**src/sv/tst_pkg.sv**
```systemverilog
package tst_pkg;

    // Table geometry and limits.
    localparam int SLOTS       = 16;
    localparam int IDX_W       = (SLOTS > 1) ? $clog2(SLOTS) : 1;
    localparam int MAX_RES     = 16;
    localparam int NREP_W      = $clog2(MAX_RES + 1);

    localparam int CNT_W       = 32;
    localparam int TO_W        = 16;
    localparam int ENT_W       = CNT_W + TO_W;

    localparam logic [TO_W-1:0]  MAX_TIMEOUT = TO_W'(32768);
    localparam logic [CNT_W-1:0] MAX_DIFF    = CNT_W'(MAX_TIMEOUT);
    localparam logic [IDX_W-1:0] LAST_IDX    = IDX_W'(SLOTS - 1);

    typedef enum logic [1:0] {
        OP_TICK  = 2'd0,
        OP_START = 2'd1,
        OP_CLEAR = 2'd2
    } t_op;

    typedef enum logic [1:0] {
        EV_STARTED = 2'd0,
        EV_REFUSED = 2'd1,
        EV_EXPIRED = 2'd2
    } t_event;

    typedef enum logic [7:0] {
        S_IDLE   = 8'b0000_0001,
        S_INC    = 8'b0000_0010,
        S_READ   = 8'b0000_0100,
        S_CHECK  = 8'b0000_1000,
        S_RELOAD = 8'b0001_0000,
        S_FIND   = 8'b0010_0000,
        S_START  = 8'b0100_0000,
        S_FLUSH  = 8'b1000_0000
    } t_state;

    // Control of the shared adder.
    typedef struct packed {
        logic sub;
    } t_alu_ctl;

    // Reported slot number: the low four bits of the slot index.
    function automatic logic [3:0] slot_id_of(input logic [IDX_W-1:0] idx);
        logic [IDX_W+3:0] wide;
        wide = (IDX_W + 4)'(idx);
        return wide[3:0];
    endfunction

endpackage

```
**src/sv/timer_slot_table.sv**
```systemverilog
// Timer slot table: SLOTS timers driven by a 32-bit tick count that advances
// by one on each tick request. A clear request is done in the idle state and
// gives no result. A start request walks the slot valid bits one per cycle
// looking for the lowest free slot. A tick request advances the count, then
// reads and checks each slot in turn, with a reload step for each expiring
// periodic slot, and last hands over the final result. The pace is set by
// the single read port of the slot memory and by the one shared 32-bit adder
// that forms the tick count, the wrapped difference and the new deadlines.
// Results leave through a one-entry output register; a tick holds one
// expiry back so that the final one can be flagged with o_last. The block
// does not take a new request until the current one has finished.
module timer_slot_table
    import tst_pkg::*;
(
    input  logic        i_clk,
    input  logic        i_rst_n,
    input  logic        i_valid,
    output logic        o_ready,
    input  logic [1:0]  i_operation,
    input  logic [15:0] i_timeout,
    input  logic [15:0] i_period,
    input  logic [3:0]  i_slot,
    output logic        o_valid,
    input  logic        i_ready,
    output logic [1:0]  o_event_res,
    output logic [3:0]  o_slot_id,
    output logic        o_last
);

    t_state              r_state, n_state;
    logic [IDX_W-1:0]    r_idx, n_idx;
    logic [NREP_W-1:0]   r_nrep, n_nrep;
    logic [SLOTS-1:0]    r_active, n_active;
    logic [CNT_W-1:0]    r_count, n_count;
    logic                r_pend_valid, n_pend_valid;
    logic                r_out_valid, n_out_valid;

    logic [TO_W-1:0]     r_to, n_to;
    logic [TO_W-1:0]     r_per, n_per;
    t_event              r_pend_ev, n_pend_ev;
    logic [3:0]          r_pend_id, n_pend_id;
    t_event              r_out_ev, n_out_ev;
    logic [3:0]          r_out_id, n_out_id;
    logic                r_out_last, n_out_last;

    t_alu_ctl            alu_ctl;
    logic [CNT_W-1:0]    alu_b;
    logic [CNT_W-1:0]    alu_res;
    logic                alu_le_max;

    logic                ram_we;
    logic                ram_re;
    logic [ENT_W-1:0]    ram_wdata;
    logic [ENT_W-1:0]    ram_rdata;
    logic [CNT_W-1:0]    rd_deadline;
    logic [TO_W-1:0]     rd_reload;

    logic                out_free;
    logic                expire;
    logic                report;
    logic                stall;

    assign rd_deadline = ram_rdata[ENT_W-1:TO_W];
    assign rd_reload   = ram_rdata[TO_W-1:0];

    tst_ram #(
        .WIDTH(ENT_W),
        .DEPTH(SLOTS)
    ) u_slot_ram (
        .i_clk  (i_clk),
        .i_we   (ram_we),
        .i_waddr(r_idx),
        .i_wdata(ram_wdata),
        .i_re   (ram_re),
        .i_raddr(r_idx),
        .o_rdata(ram_rdata)
    );

    tst_alu u_alu (
        .i_ctl   (alu_ctl),
        .i_a     (r_count),
        .i_b     (alu_b),
        .o_res   (alu_res),
        .o_le_max(alu_le_max)
    );

    assign o_ready     = (r_state == S_IDLE);
    assign o_valid     = r_out_valid;
    assign o_event_res = r_out_ev;
    assign o_slot_id   = r_out_id;
    assign o_last      = r_out_last;

    assign out_free = !r_out_valid || i_ready;
    assign expire   = r_active[r_idx] && alu_le_max;
    assign report   = expire && (r_nrep < NREP_W'(MAX_RES));
    // A new expiry can only be taken once the held one has somewhere to go.
    assign stall    = report && r_pend_valid && !out_free;

    always_comb begin
        n_state      = r_state;
        n_idx        = r_idx;
        n_nrep       = r_nrep;
        n_active     = r_active;
        n_count      = r_count;
        n_pend_valid = r_pend_valid;
        n_out_valid  = r_out_valid;
        n_to         = r_to;
        n_per        = r_per;
        n_pend_ev    = r_pend_ev;
        n_pend_id    = r_pend_id;
        n_out_ev     = r_out_ev;
        n_out_id     = r_out_id;
        n_out_last   = r_out_last;

        alu_ctl.sub  = 1'b0;
        alu_b        = '0;
        ram_we       = 1'b0;
        ram_re       = 1'b0;
        ram_wdata    = {alu_res, r_per};

        if (r_out_valid && i_ready) begin
            n_out_valid = 1'b0;
        end

        case (r_state)
            S_IDLE: begin
                if (i_valid) begin
                    case (i_operation)
                        OP_TICK: begin
                            n_state = S_INC;
                        end
                        OP_START: begin
                            n_to    = (i_timeout > MAX_TIMEOUT) ? MAX_TIMEOUT : i_timeout;
                            n_per   = i_period;
                            n_idx   = '0;
                            n_state = S_FIND;
                        end
                        OP_CLEAR: begin
                            if (32'(i_slot) < 32'(SLOTS)) begin
                                n_active[IDX_W'(i_slot)] = 1'b0;
                            end
                        end
                        default: begin
                        end
                    endcase
                end
            end
            S_INC: begin
                alu_b   = CNT_W'(1);
                n_count = alu_res;
                n_idx   = '0;
                n_nrep  = '0;
                n_state = S_READ;
            end
            S_READ: begin
                ram_re  = 1'b1;
                n_state = S_CHECK;
            end
            S_CHECK: begin
                alu_ctl.sub = 1'b1;
                alu_b       = rd_deadline;
                if (!stall) begin
                    if (report) begin
                        if (r_pend_valid) begin
                            n_out_valid = 1'b1;
                            n_out_ev    = r_pend_ev;
                            n_out_id    = r_pend_id;
                            n_out_last  = 1'b0;
                        end
                        n_pend_valid = 1'b1;
                        n_pend_ev    = EV_EXPIRED;
                        n_pend_id    = slot_id_of(r_idx);
                        n_nrep       = r_nrep + NREP_W'(1);
                    end
                    if (expire && (rd_reload != '0)) begin
                        n_state = S_RELOAD;
                    end else begin
                        if (expire) begin
                            n_active[r_idx] = 1'b0;
                        end
                        if (r_idx == LAST_IDX) begin
                            n_state = S_FLUSH;
                        end else begin
                            n_idx   = r_idx + IDX_W'(1);
                            n_state = S_READ;
                        end
                    end
                end
            end
            S_RELOAD: begin
                alu_b     = CNT_W'(rd_reload);
                ram_we    = 1'b1;
                ram_wdata = {alu_res, rd_reload};
                if (r_idx == LAST_IDX) begin
                    n_state = S_FLUSH;
                end else begin
                    n_idx   = r_idx + IDX_W'(1);
                    n_state = S_READ;
                end
            end
            S_FIND: begin
                if (!r_active[r_idx]) begin
                    n_state = S_START;
                end else if (r_idx == LAST_IDX) begin
                    n_pend_valid = 1'b1;
                    n_pend_ev    = EV_REFUSED;
                    n_pend_id    = '0;
                    n_state      = S_FLUSH;
                end else begin
                    n_idx = r_idx + IDX_W'(1);
                end
            end
            S_START: begin
                alu_b           = CNT_W'(r_to);
                ram_we          = 1'b1;
                ram_wdata       = {alu_res, r_per};
                n_active[r_idx] = 1'b1;
                n_pend_valid    = 1'b1;
                n_pend_ev       = EV_STARTED;
                n_pend_id       = slot_id_of(r_idx);
                n_state         = S_FLUSH;
            end
            S_FLUSH: begin
                if (!r_pend_valid) begin
                    n_state = S_IDLE;
                end else if (out_free) begin
                    n_out_valid  = 1'b1;
                    n_out_ev     = r_pend_ev;
                    n_out_id     = r_pend_id;
                    n_out_last   = 1'b1;
                    n_pend_valid = 1'b0;
                    n_state      = S_IDLE;
                end
            end
            default: begin
                n_state = S_IDLE;
            end
        endcase
    end

    always_ff @(posedge i_clk) begin
        if (!i_rst_n) begin
            r_state      <= S_IDLE;
            r_idx        <= '0;
            r_nrep       <= '0;
            r_active     <= '0;
            r_count      <= '0;
            r_pend_valid <= 1'b0;
            r_out_valid  <= 1'b0;
        end else begin
            r_state      <= n_state;
            r_idx        <= n_idx;
            r_nrep       <= n_nrep;
            r_active     <= n_active;
            r_count      <= n_count;
            r_pend_valid <= n_pend_valid;
            r_out_valid  <= n_out_valid;
        end
    end

    always_ff @(posedge i_clk) begin
        r_to       <= n_to;
        r_per      <= n_per;
        r_pend_ev  <= n_pend_ev;
        r_pend_id  <= n_pend_id;
        r_out_ev   <= n_out_ev;
        r_out_id   <= n_out_id;
        r_out_last <= n_out_last;
    end

    // Nothing may be held back once the block is ready for a new request.
    a_idle_no_pending: assert property (@(posedge i_clk) disable iff (!i_rst_n)
        o_ready |-> !r_pend_valid)
        else $error("held result left behind at end of request");

    // A result without the final flag always has a successor waiting.
    a_not_last_has_successor: assert property (@(posedge i_clk) disable iff (!i_rst_n)
        (o_valid && !o_last) |-> r_pend_valid)
        else $error("non-final result with no successor");

    // The number of expiries reported on one tick never exceeds the limit.
    a_report_cap: assert property (@(posedge i_clk) disable iff (!i_rst_n)
        r_nrep <= NREP_W'(MAX_RES))
        else $error("expiry report count above limit");

    // A started timer occupies its slot in the following cycle.
    a_start_marks_active: assert property (@(posedge i_clk) disable iff (!i_rst_n)
        (r_state == S_START) |=> r_active[$past(r_idx)])
        else $error("started slot not marked active");

    // An accepted tick request first advances the tick count.
    a_tick_counts: assert property (@(posedge i_clk) disable iff (!i_rst_n)
        (i_valid && o_ready && (i_operation == OP_TICK)) |=> (r_state == S_INC))
        else $error("tick request did not advance the count");

endmodule

```
**src/sv/tst_ram.sv**
```systemverilog
module tst_ram #(
    parameter int WIDTH = 8,
    parameter int DEPTH = 16
) (
    input  logic                                   i_clk,
    input  logic                                   i_we,
    input  logic [((DEPTH > 1) ? $clog2(DEPTH) : 1)-1:0] i_waddr,
    input  logic [WIDTH-1:0]                       i_wdata,
    input  logic                                   i_re,
    input  logic [((DEPTH > 1) ? $clog2(DEPTH) : 1)-1:0] i_raddr,
    output logic [WIDTH-1:0]                       o_rdata
);

    logic [WIDTH-1:0] r_mem [DEPTH];
    logic [WIDTH-1:0] r_rdata;

    always_ff @(posedge i_clk) begin
        if (i_we) begin
            r_mem[i_waddr] <= i_wdata;
        end
        if (i_re) begin
            r_rdata <= r_mem[i_raddr];
        end
    end

    assign o_rdata = r_rdata;

endmodule

```
**src/sv/tst_alu.sv**
```systemverilog
module tst_alu
    import tst_pkg::*;
(
    input  t_alu_ctl          i_ctl,
    input  logic [CNT_W-1:0]  i_a,
    input  logic [CNT_W-1:0]  i_b,
    output logic [CNT_W-1:0]  o_res,
    output logic              o_le_max
);

    // One 32-bit adder serves the increment, the wrapped difference and the
    // deadline sums.
    assign o_res    = i_ctl.sub ? (i_a - i_b) : (i_a + i_b);
    assign o_le_max = (o_res <= MAX_DIFF);

endmodule

```
**config.mk**
```make
export PLATFORM = sky130hd
export DESIGN_NAME = timer_slot_table
export DESIGN_NICKNAME = d
export VERILOG_FILES = /design/src/sv/tst_pkg.sv /design/src/sv/timer_slot_table.sv /design/src/sv/tst_ram.sv /design/src/sv/tst_alu.sv
export SDC_FILE = /design/constraint.sdc
export NUM_CORES = 1
export LEC_CHECK = 0
export ABC_AREA = 1
export BUFFER_PORTS_ARGS = -buffer_cell sky130_fd_sc_hd__clkbuf_2
export CAP_MARGIN = 25
export CORE_MARGIN = 10
export CORE_UTILIZATION = 53
export DETAILED_ROUTE_END_ITERATION = 16
export MAX_ROUTING_LAYER = met4
export PLACE_DENSITY = 0.71
export SKIP_CTS_REPAIR_TIMING = 1
export SKIP_LAST_GASP = 1
export SLEW_MARGIN = 20
export SYNTH_ARGS = -nofsm -noshare
export SYNTH_HDL_FRONTEND = slang
export SYNTH_SLANG_ARGS = --single-unit
```
**constraint.sdc**
```tcl
create_clock -name i_clk -period 8.75 [get_ports i_clk]
set_input_delay 1.75 -clock i_clk [delete_from_list [all_inputs] [get_ports i_clk]]
set_output_delay 1.75 -clock i_clk [all_outputs]
set_load 0.01 [all_outputs]
```
==> impl_metrics.env, run 1 <==
export IMPL_tightest_slew_ps=1330
export IMPL_ys_types=50
export IMPL_critical_path_class="flip-flop to flip-flop"
export IMPL_syn_nets=3660
export IMPL_clkTransAtPathRegs_ps=60
export IMPL_htree_num_levels=3
export IMPL_grt_first_pass_wirelength_mm=158
export IMPL_place_ws_ps=1790
export IMPL_whs_path_depth=0
export IMPL_grt_pass1_vias=25600
export IMPL_portBuffers=50
export IMPL_power_leakage_nw=16.3
export IMPL_layout_drive_gt1_share=0.0965
export IMPL_post_route_min_period_ps=7180
export IMPL_clockRootBuffer="clkbuf_16"
export IMPL_finalHoldViolations=0
export IMPL_synth_edf_count=861
export IMPL_ys_flop_type="edfxtp_1"
export IMPL_min_to="o_event_res[0]"
export IMPL_synth_common_cells="edfxtp_1, nor2_1, nand2_1"
export IMPL_dr_pass1_iters=5
export IMPL_drt_initial_drc_count=3229
export IMPL_min_from="r_pend_ev[0]"
export IMPL_fin_crit_sh=0.821
export IMPL_n_antenna_cell=0
export IMPL_routed_via_density=5.94
export IMPL_yosys_warnings=0
export IMPL_place_area_mm2=0.0410
export IMPL_cts_sinks=928
export IMPL_fin_setup_tns_ps=0
export IMPL_io_pins=51
export IMPL_finalSetupViolCount=0
export IMPL_initial_core_util=0.534
export IMPL_cp_slowest_cell="nor2_1"
export IMPL_syn_area_mm2=0.0397
export IMPL_synth_seq_area_share=0.686
export IMPL_fillCellCount=5900
export IMPL_cts_buffers=93
export IMPL_grt_usage=0.248
export IMPL_cp_max_fo=27
export IMPL_crit_path_max_incr_delay_ps=820
export IMPL_wl_per_cell_um=22.8
export IMPL_cts_tree="built"
export IMPL_ir_worst_vdd_mv=0.179
export IMPL_slew_headroom=0.112
export IMPL_die_h_um=294
export IMPL_p_total_mw=13.2
export IMPL_insertion_delay_ps=660
export IMPL_p_per_area_mw_per_mm2=298
export IMPL_fmax_ghz=0.139
export IMPL_min_path_type="flip-flop to flip-flop"
export IMPL_std_cell_rows=100
export IMPL_worstPathRequired_ps=9040
export IMPL_startpoint_type="flip-flop"
export IMPL_nets=3672
export IMPL_synth_top_area_cell="edfxtp_1"
export IMPL_grt_overflow=0
export IMPL_finClkSkew_ps=27.9
export IMPL_hpwl_mm=59.8
export IMPL_design_area_mm2=0.0443
export IMPL_drc=0
export IMPL_yosysMostFrequentCell="edfxtp_1"
export IMPL_cts_buffer_depth=3
export IMPL_grt_max_degree=236
export IMPL_avgSynthCellArea_um2=11.1
export IMPL_routed_via_count=27600
export IMPL_rsz0062_at_grt="no"
export IMPL_rr_startpoint="r_state[1]"
export IMPL_r2r_end="r_pend_id[3]"
export IMPL_r2r_slack_ps=1570
export IMPL_critPathCaptureType="flip-flop"
export IMPL_gp_congestion=0.957
export IMPL_core_area_mm2=0.0743
export IMPL_synth_cells=3580
export IMPL_maxCapViolations=0
export IMPL_antenna_found_initial=2
export IMPL_synth_top_area_share=0.652
export IMPL_ant_nets=0
export IMPL_slew_viol_final=0
export IMPL_drt_wl_total_mm=106
export IMPL_die_w_um=294
export IMPL_reg2reg_depth=32
export IMPL_finalWorstSetupSlack_ps=1570
export IMPL_synth_seq_cells=928
export IMPL_areaGrowthSynthToFinish_pct=11.6
export IMPL_async_flop_share=0
export IMPL_cp_arrival_ps=7470
export IMPL_synth_area_leaders="edfxtp_1, o21ai_0, nor2_1"
export IMPL_cp_common_cell="nand2_1"
export IMPL_holdWs_ps=431
export IMPL_dieArea_mm2=0.0862
export IMPL_run_status="completed"
[registers in the layout, summed over array words and instances (netlist names), 2 cells and up]
register and cells:
r_pend_ev 2, u_slot_ram.o_rdata 48, r_active 16, o_event_res 2, r_to 16, r_pend_id 4, r_count 32, r_idx 4
r_nrep 5, r_per 16, o_slot_id 4, u_slot_ram.r_mem 768, r_state 8
[power breakdown]
part | internal (mW) | total (mW) | switching [mW]
combinational | 0.674 | 3.02 | 2.34
sequential | 5.95 | 6.00 | 0.0474
clock | 2.49 | 4.17 | 1.68
[metrics by stage]
| step | instances | utilization |
|---|---|---|
| after global routing | 4637 | 0.596 |
| after floorplan | 3580 | - |
| after detailed placement | 4465 | 0.552 |
| after CTS | 4636 | 0.595 |
| after global placement | 4459 | 0.550 |
| final | 4637 | 0.596 |
[logic make-up after synthesis]
logic type                 count (synthesis)  synth area share
buffers and inverters                    451            0.0441
DFF                                      928             0.686
xor gates and xnor gates                  24           0.00530
adders and majority gates                 38            0.0122
AOI/OAI and AO/OA                        768             0.106
and+or+nand+nor                         1371             0.146
[cell type report]
type | instances | area (µm²) | area share
clock buffers | 125 | 2580 | 0.0583
clock inverters | 46 | 634 | 0.0143
inverters | 264 | 1000 | 0.0227
multi-input cells | 2201 | 10900 | 0.245
flip-flops and latches | 928 | 27200 | 0.615
well taps | 969 | 1210 | 0.0274
repair buffers | 104 | 778 | 0.0176
[cells in the final DEF (no fill, tap or decap), types with 6 or more instances in the layout]
cell,n
edfxtp_1,861
o21ai_0,442
nand4_1,69
clkinv_2,15
nand2_1,543
dfxtp_1,65
nand3b_1,9
o211ai_1,19
nor3_2,9
o22ai_1,192
nand3_1,75
nand2_2,10
nand3_2,11
o31ai_1,6
clkbuf_1,21
a21oi_1,85
ha_1,37
nor2_4,18
clkinv_1,6
clkbuf_8,9
xor2_1,17
nor2_1,569
buf_4,46
inv_1,246
xnor2_1,6
nor3_1,15
inv_2,15
clkinvlp_4,6
nor2_2,19
nand2_4,6
clkbuf_16,95
nor4_1,10
clkbuf_2,50
bufinv_16,14
[how the worst max path moves through the flow]
stage	startpoint	to	slack (ps)	depth (start not counted)
2_1_floorplan	r_state[5]	r_state[0]	2610	10
3_3_place_gp	r_state[0]	r_pend_id[0]	1950	32
3_5_place_dp	r_state[1]	r_pend_id[2]	1790	32
4_1_cts	r_state[1]	r_pend_id[2]	1750	32
5_1_grt	r_state[1]	r_pend_id[2]	960	32
6_report	r_state[1]	r_pend_id[3]	1570	32
[critical path, delay by kind of cell, from the launching register on]
family	cells	cell delay (ps)
DFF	1	330
AOI/OAI and AO/OA	5	1100
adders and majority gates	1	390
and+or+nand+nor	21	3970
buffers and inverters	5	990
[metal layers]
metal / wire length (µm) / share of wire / GRT usage
met5: 0 / 0 / -
met2: 48600 / 0.46 / 0.378
met3: 10500 / 0.099 / 0.0318
met4: 3150 / 0.030 / 0.0851
met1: 43500 / 0.41 / 0.344
Note: power is estimated with default switching activity, not from simulation.
==> run 2: changes to the inputs <==
--- a/config.mk
+++ b/config.mk
@@ -12,7 +12,7 @@
 export CORE_UTILIZATION = 53
 export DETAILED_ROUTE_END_ITERATION = 16
 export MAX_ROUTING_LAYER = met4
-export PLACE_DENSITY = 0.71
+export PLACE_DENSITY = 0.73
 export SKIP_CTS_REPAIR_TIMING = 1
 export SKIP_LAST_GASP = 1
 export SLEW_MARGIN = 20
==> constraint.sdc (replaced) <==
create_clock -name i_clk -period 6.6 [get_ports i_clk]
set_input_delay 1.32 -clock i_clk [delete_from_list [all_inputs] [get_ports i_clk]]
set_output_delay 1.32 -clock i_clk [all_outputs]
set_load 0.01 [all_outputs]
==> run 2 against run 1 <==
Die area did not move. Fmax rose by 21%. Register-to-register slack got worse by 890 ps. Utilization fell by 0.42 points. Combinational power rose by 35%. Flip-flop and latch count did not move. First-iteration DRC count rose by 7.6%. Wire length rose by 0.33%.
==> impl_metrics.env, run 2 (synthesized netlist as in run 1, its figures left out) <==
export IMPL_run_status="completed"
export IMPL_design_area_mm2=0.0440
export IMPL_clkTransAtPathRegs_ps=60
export IMPL_fmax_ghz=0.169
export IMPL_grt_usage=0.249
export IMPL_fillCellCount=5916
export IMPL_grt_max_degree=220
export IMPL_core_area_mm2=0.0743
export IMPL_regMostFlops="u_slot_ram.r_mem"
export IMPL_layout_drive_gt1_share=0.0939
export IMPL_clockRootBuffer="clkbuf_16"
export IMPL_portBuffers=50
export IMPL_critical_path_class="flip-flop to flip-flop"
export IMPL_routed_via_count=27800
export IMPL_use_met3=0.0328
export IMPL_p_seq_frac=0.469
export IMPL_critical_path_buf_inv_count=7
export IMPL_cts_sinks=928
export IMPL_grt_most_used_layer="met2"
export IMPL_internal_power_mw=11.5
export IMPL_fin_setup_tns_ps=0
export IMPL_final_common_cell="edfxtp_1"
export IMPL_cp_arrival_ps=6240
export IMPL_use_met2=0.389
export IMPL_power_leakage_nw=16.2
export IMPL_met1_usage=0.332
export IMPL_finalSetupViolCount=0
export IMPL_dieArea_mm2=0.0862
export IMPL_antenna_found_initial=2
export IMPL_p_per_area_mw_per_mm2=384
export IMPL_areaGrowthSynthToFinish_pct=10.9
export IMPL_ir_worst_vdd_mv=0.249
export IMPL_die_w_um=294
export IMPL_p_clk_frac=0.289
export IMPL_finClkSkew_ps=35.7
export IMPL_regArea_mm2=0.0272
export IMPL_worstPathRequired_ps=6920
export IMPL_drt_wl_total_mm=106
export IMPL_multi_input_area_mm2=0.0109
export IMPL_cts_buffers=89
export IMPL_wl_per_cell_um=22.8
export IMPL_power_switching_mw=5.35
export IMPL_hpwl_mm=59.7
export IMPL_cts_buffer_depth=3
export IMPL_initial_core_util=0.534
export IMPL_die_h_um=294
export IMPL_largest_reg_flops=768
export IMPL_cp_slowest_cell="dfxtp_1"
export IMPL_maxCapViolations=0
export IMPL_slew_viol_final=0
export IMPL_fin_crit_sh=0.897
export IMPL_nets=3682
export IMPL_routed_via_density=5.99
export IMPL_startpoint_type="flip-flop"
export IMPL_gp_congestion=0.993
export IMPL_cp_max_fo=16
export IMPL_cts_tree="built"
export IMPL_ant_nets=0
export IMPL_dr_pass1_iters=6
export IMPL_drt_initial_drc_count=3474
export IMPL_cp_common_cell="nand2_1"
export IMPL_post_route_min_period_ps=5920
export IMPL_drc=0
export IMPL_critPathCaptureType="flip-flop"
export IMPL_grt_pass1_vias=26400
export IMPL_tightest_slew_ps=1100
export IMPL_final_cell_mix="edfxtp_1, nor2_1, nand2_1, o21ai_0, inv_1"
export IMPL_htree_num_levels=3
export IMPL_io_pins=51
export IMPL_crit_family="simple AND/OR/NAND/NOR gates"
export IMPL_insertion_delay_ps=670
export IMPL_crit_path_max_incr_delay_ps=370
export IMPL_finalHoldViolations=0
export IMPL_grt_first_pass_wirelength_mm=160
export IMPL_place_area_mm2=0.0411
export IMPL_min_path_type="flip-flop to flip-flop"
export IMPL_std_cell_rows=100
export IMPL_grt_overflow=0
export IMPL_slew_headroom=0.266
export IMPL_p_comb_frac=0.242
export IMPL_p_sw_frac=0.317
## run 2: changes by cell type in the layout (fill, tap and decap cells not counted), sizes merged
| cell | previous run | this run |
|---|---|---|
| inv | 268 | 266 |
| diode | 0 | 2 |
| clkinv | 22 | 44 |
| clkbuf | 175 | 158 |
| bufinv | 14 | 4 |
| buf | 54 | 68 |
| clkinvlp | 6 | 5 |
## run 2: area by class of cell
type | instances | area share
Tap cell | 969 | 0.0276
Inverter | 264 | 0.0228
Antenna cell | 2 | 0.000114
Clock inverter | 55 | 0.0105
Clock buffer | 108 | 0.0528
Sequential cell | 928 | 0.619
Timing Repair Buffer | 118 | 0.0202
Multi-Input combinational cell | 2201 | 0.247
## run 2: worst paths after layout
path / slack, ps / cells after the start / start / to
max: 680 / 36 / r_state[1] / r_pend_id[0]
min reg2reg: 420 / 0 / r_pend_id[3] / o_slot_id[3]
min: 420 / 0 / r_pend_id[3] / o_slot_id[3]
max reg2reg: 680 / 36 / r_state[1] / r_pend_id[0]
## run 2: power groups by stage
stage,combinational (mW),clock [mW],sequential [mW]
finish,4.08,4.89,7.93
global route,4.58,5.17,7.93
CTS,4.07,4.93,7.92
detailed placement,4.05,0,8.05
global placement,3.96,0,8.05
floorplan,2.67,0,8.01
## run 2: stage by stage
step / setup slack, ps / power (mW) / instances / util / hold WS, ps
finish: 677 / 16.9 / 4645 / 0.591 / 415
detailed placement: 595 / 12.1 / 4479 / 0.553 / 405
CTS: 552 / 16.9 / 4642 / 0.591 / 416
global route: -5.02 / 17.7 / 4645 / 0.591 / 425
floorplan: 459 / 10.7 / 3580 / - / 400
global placement: 661 / 12.0 / 4477 / 0.553 / 407
## run 2: per-layer routing
metal,share of wire,up-vias
li1,-,12700
met1,0.41,13500
met2,0.47,1458
met3,0.092,225
met4,0.036,0
met5,0,-
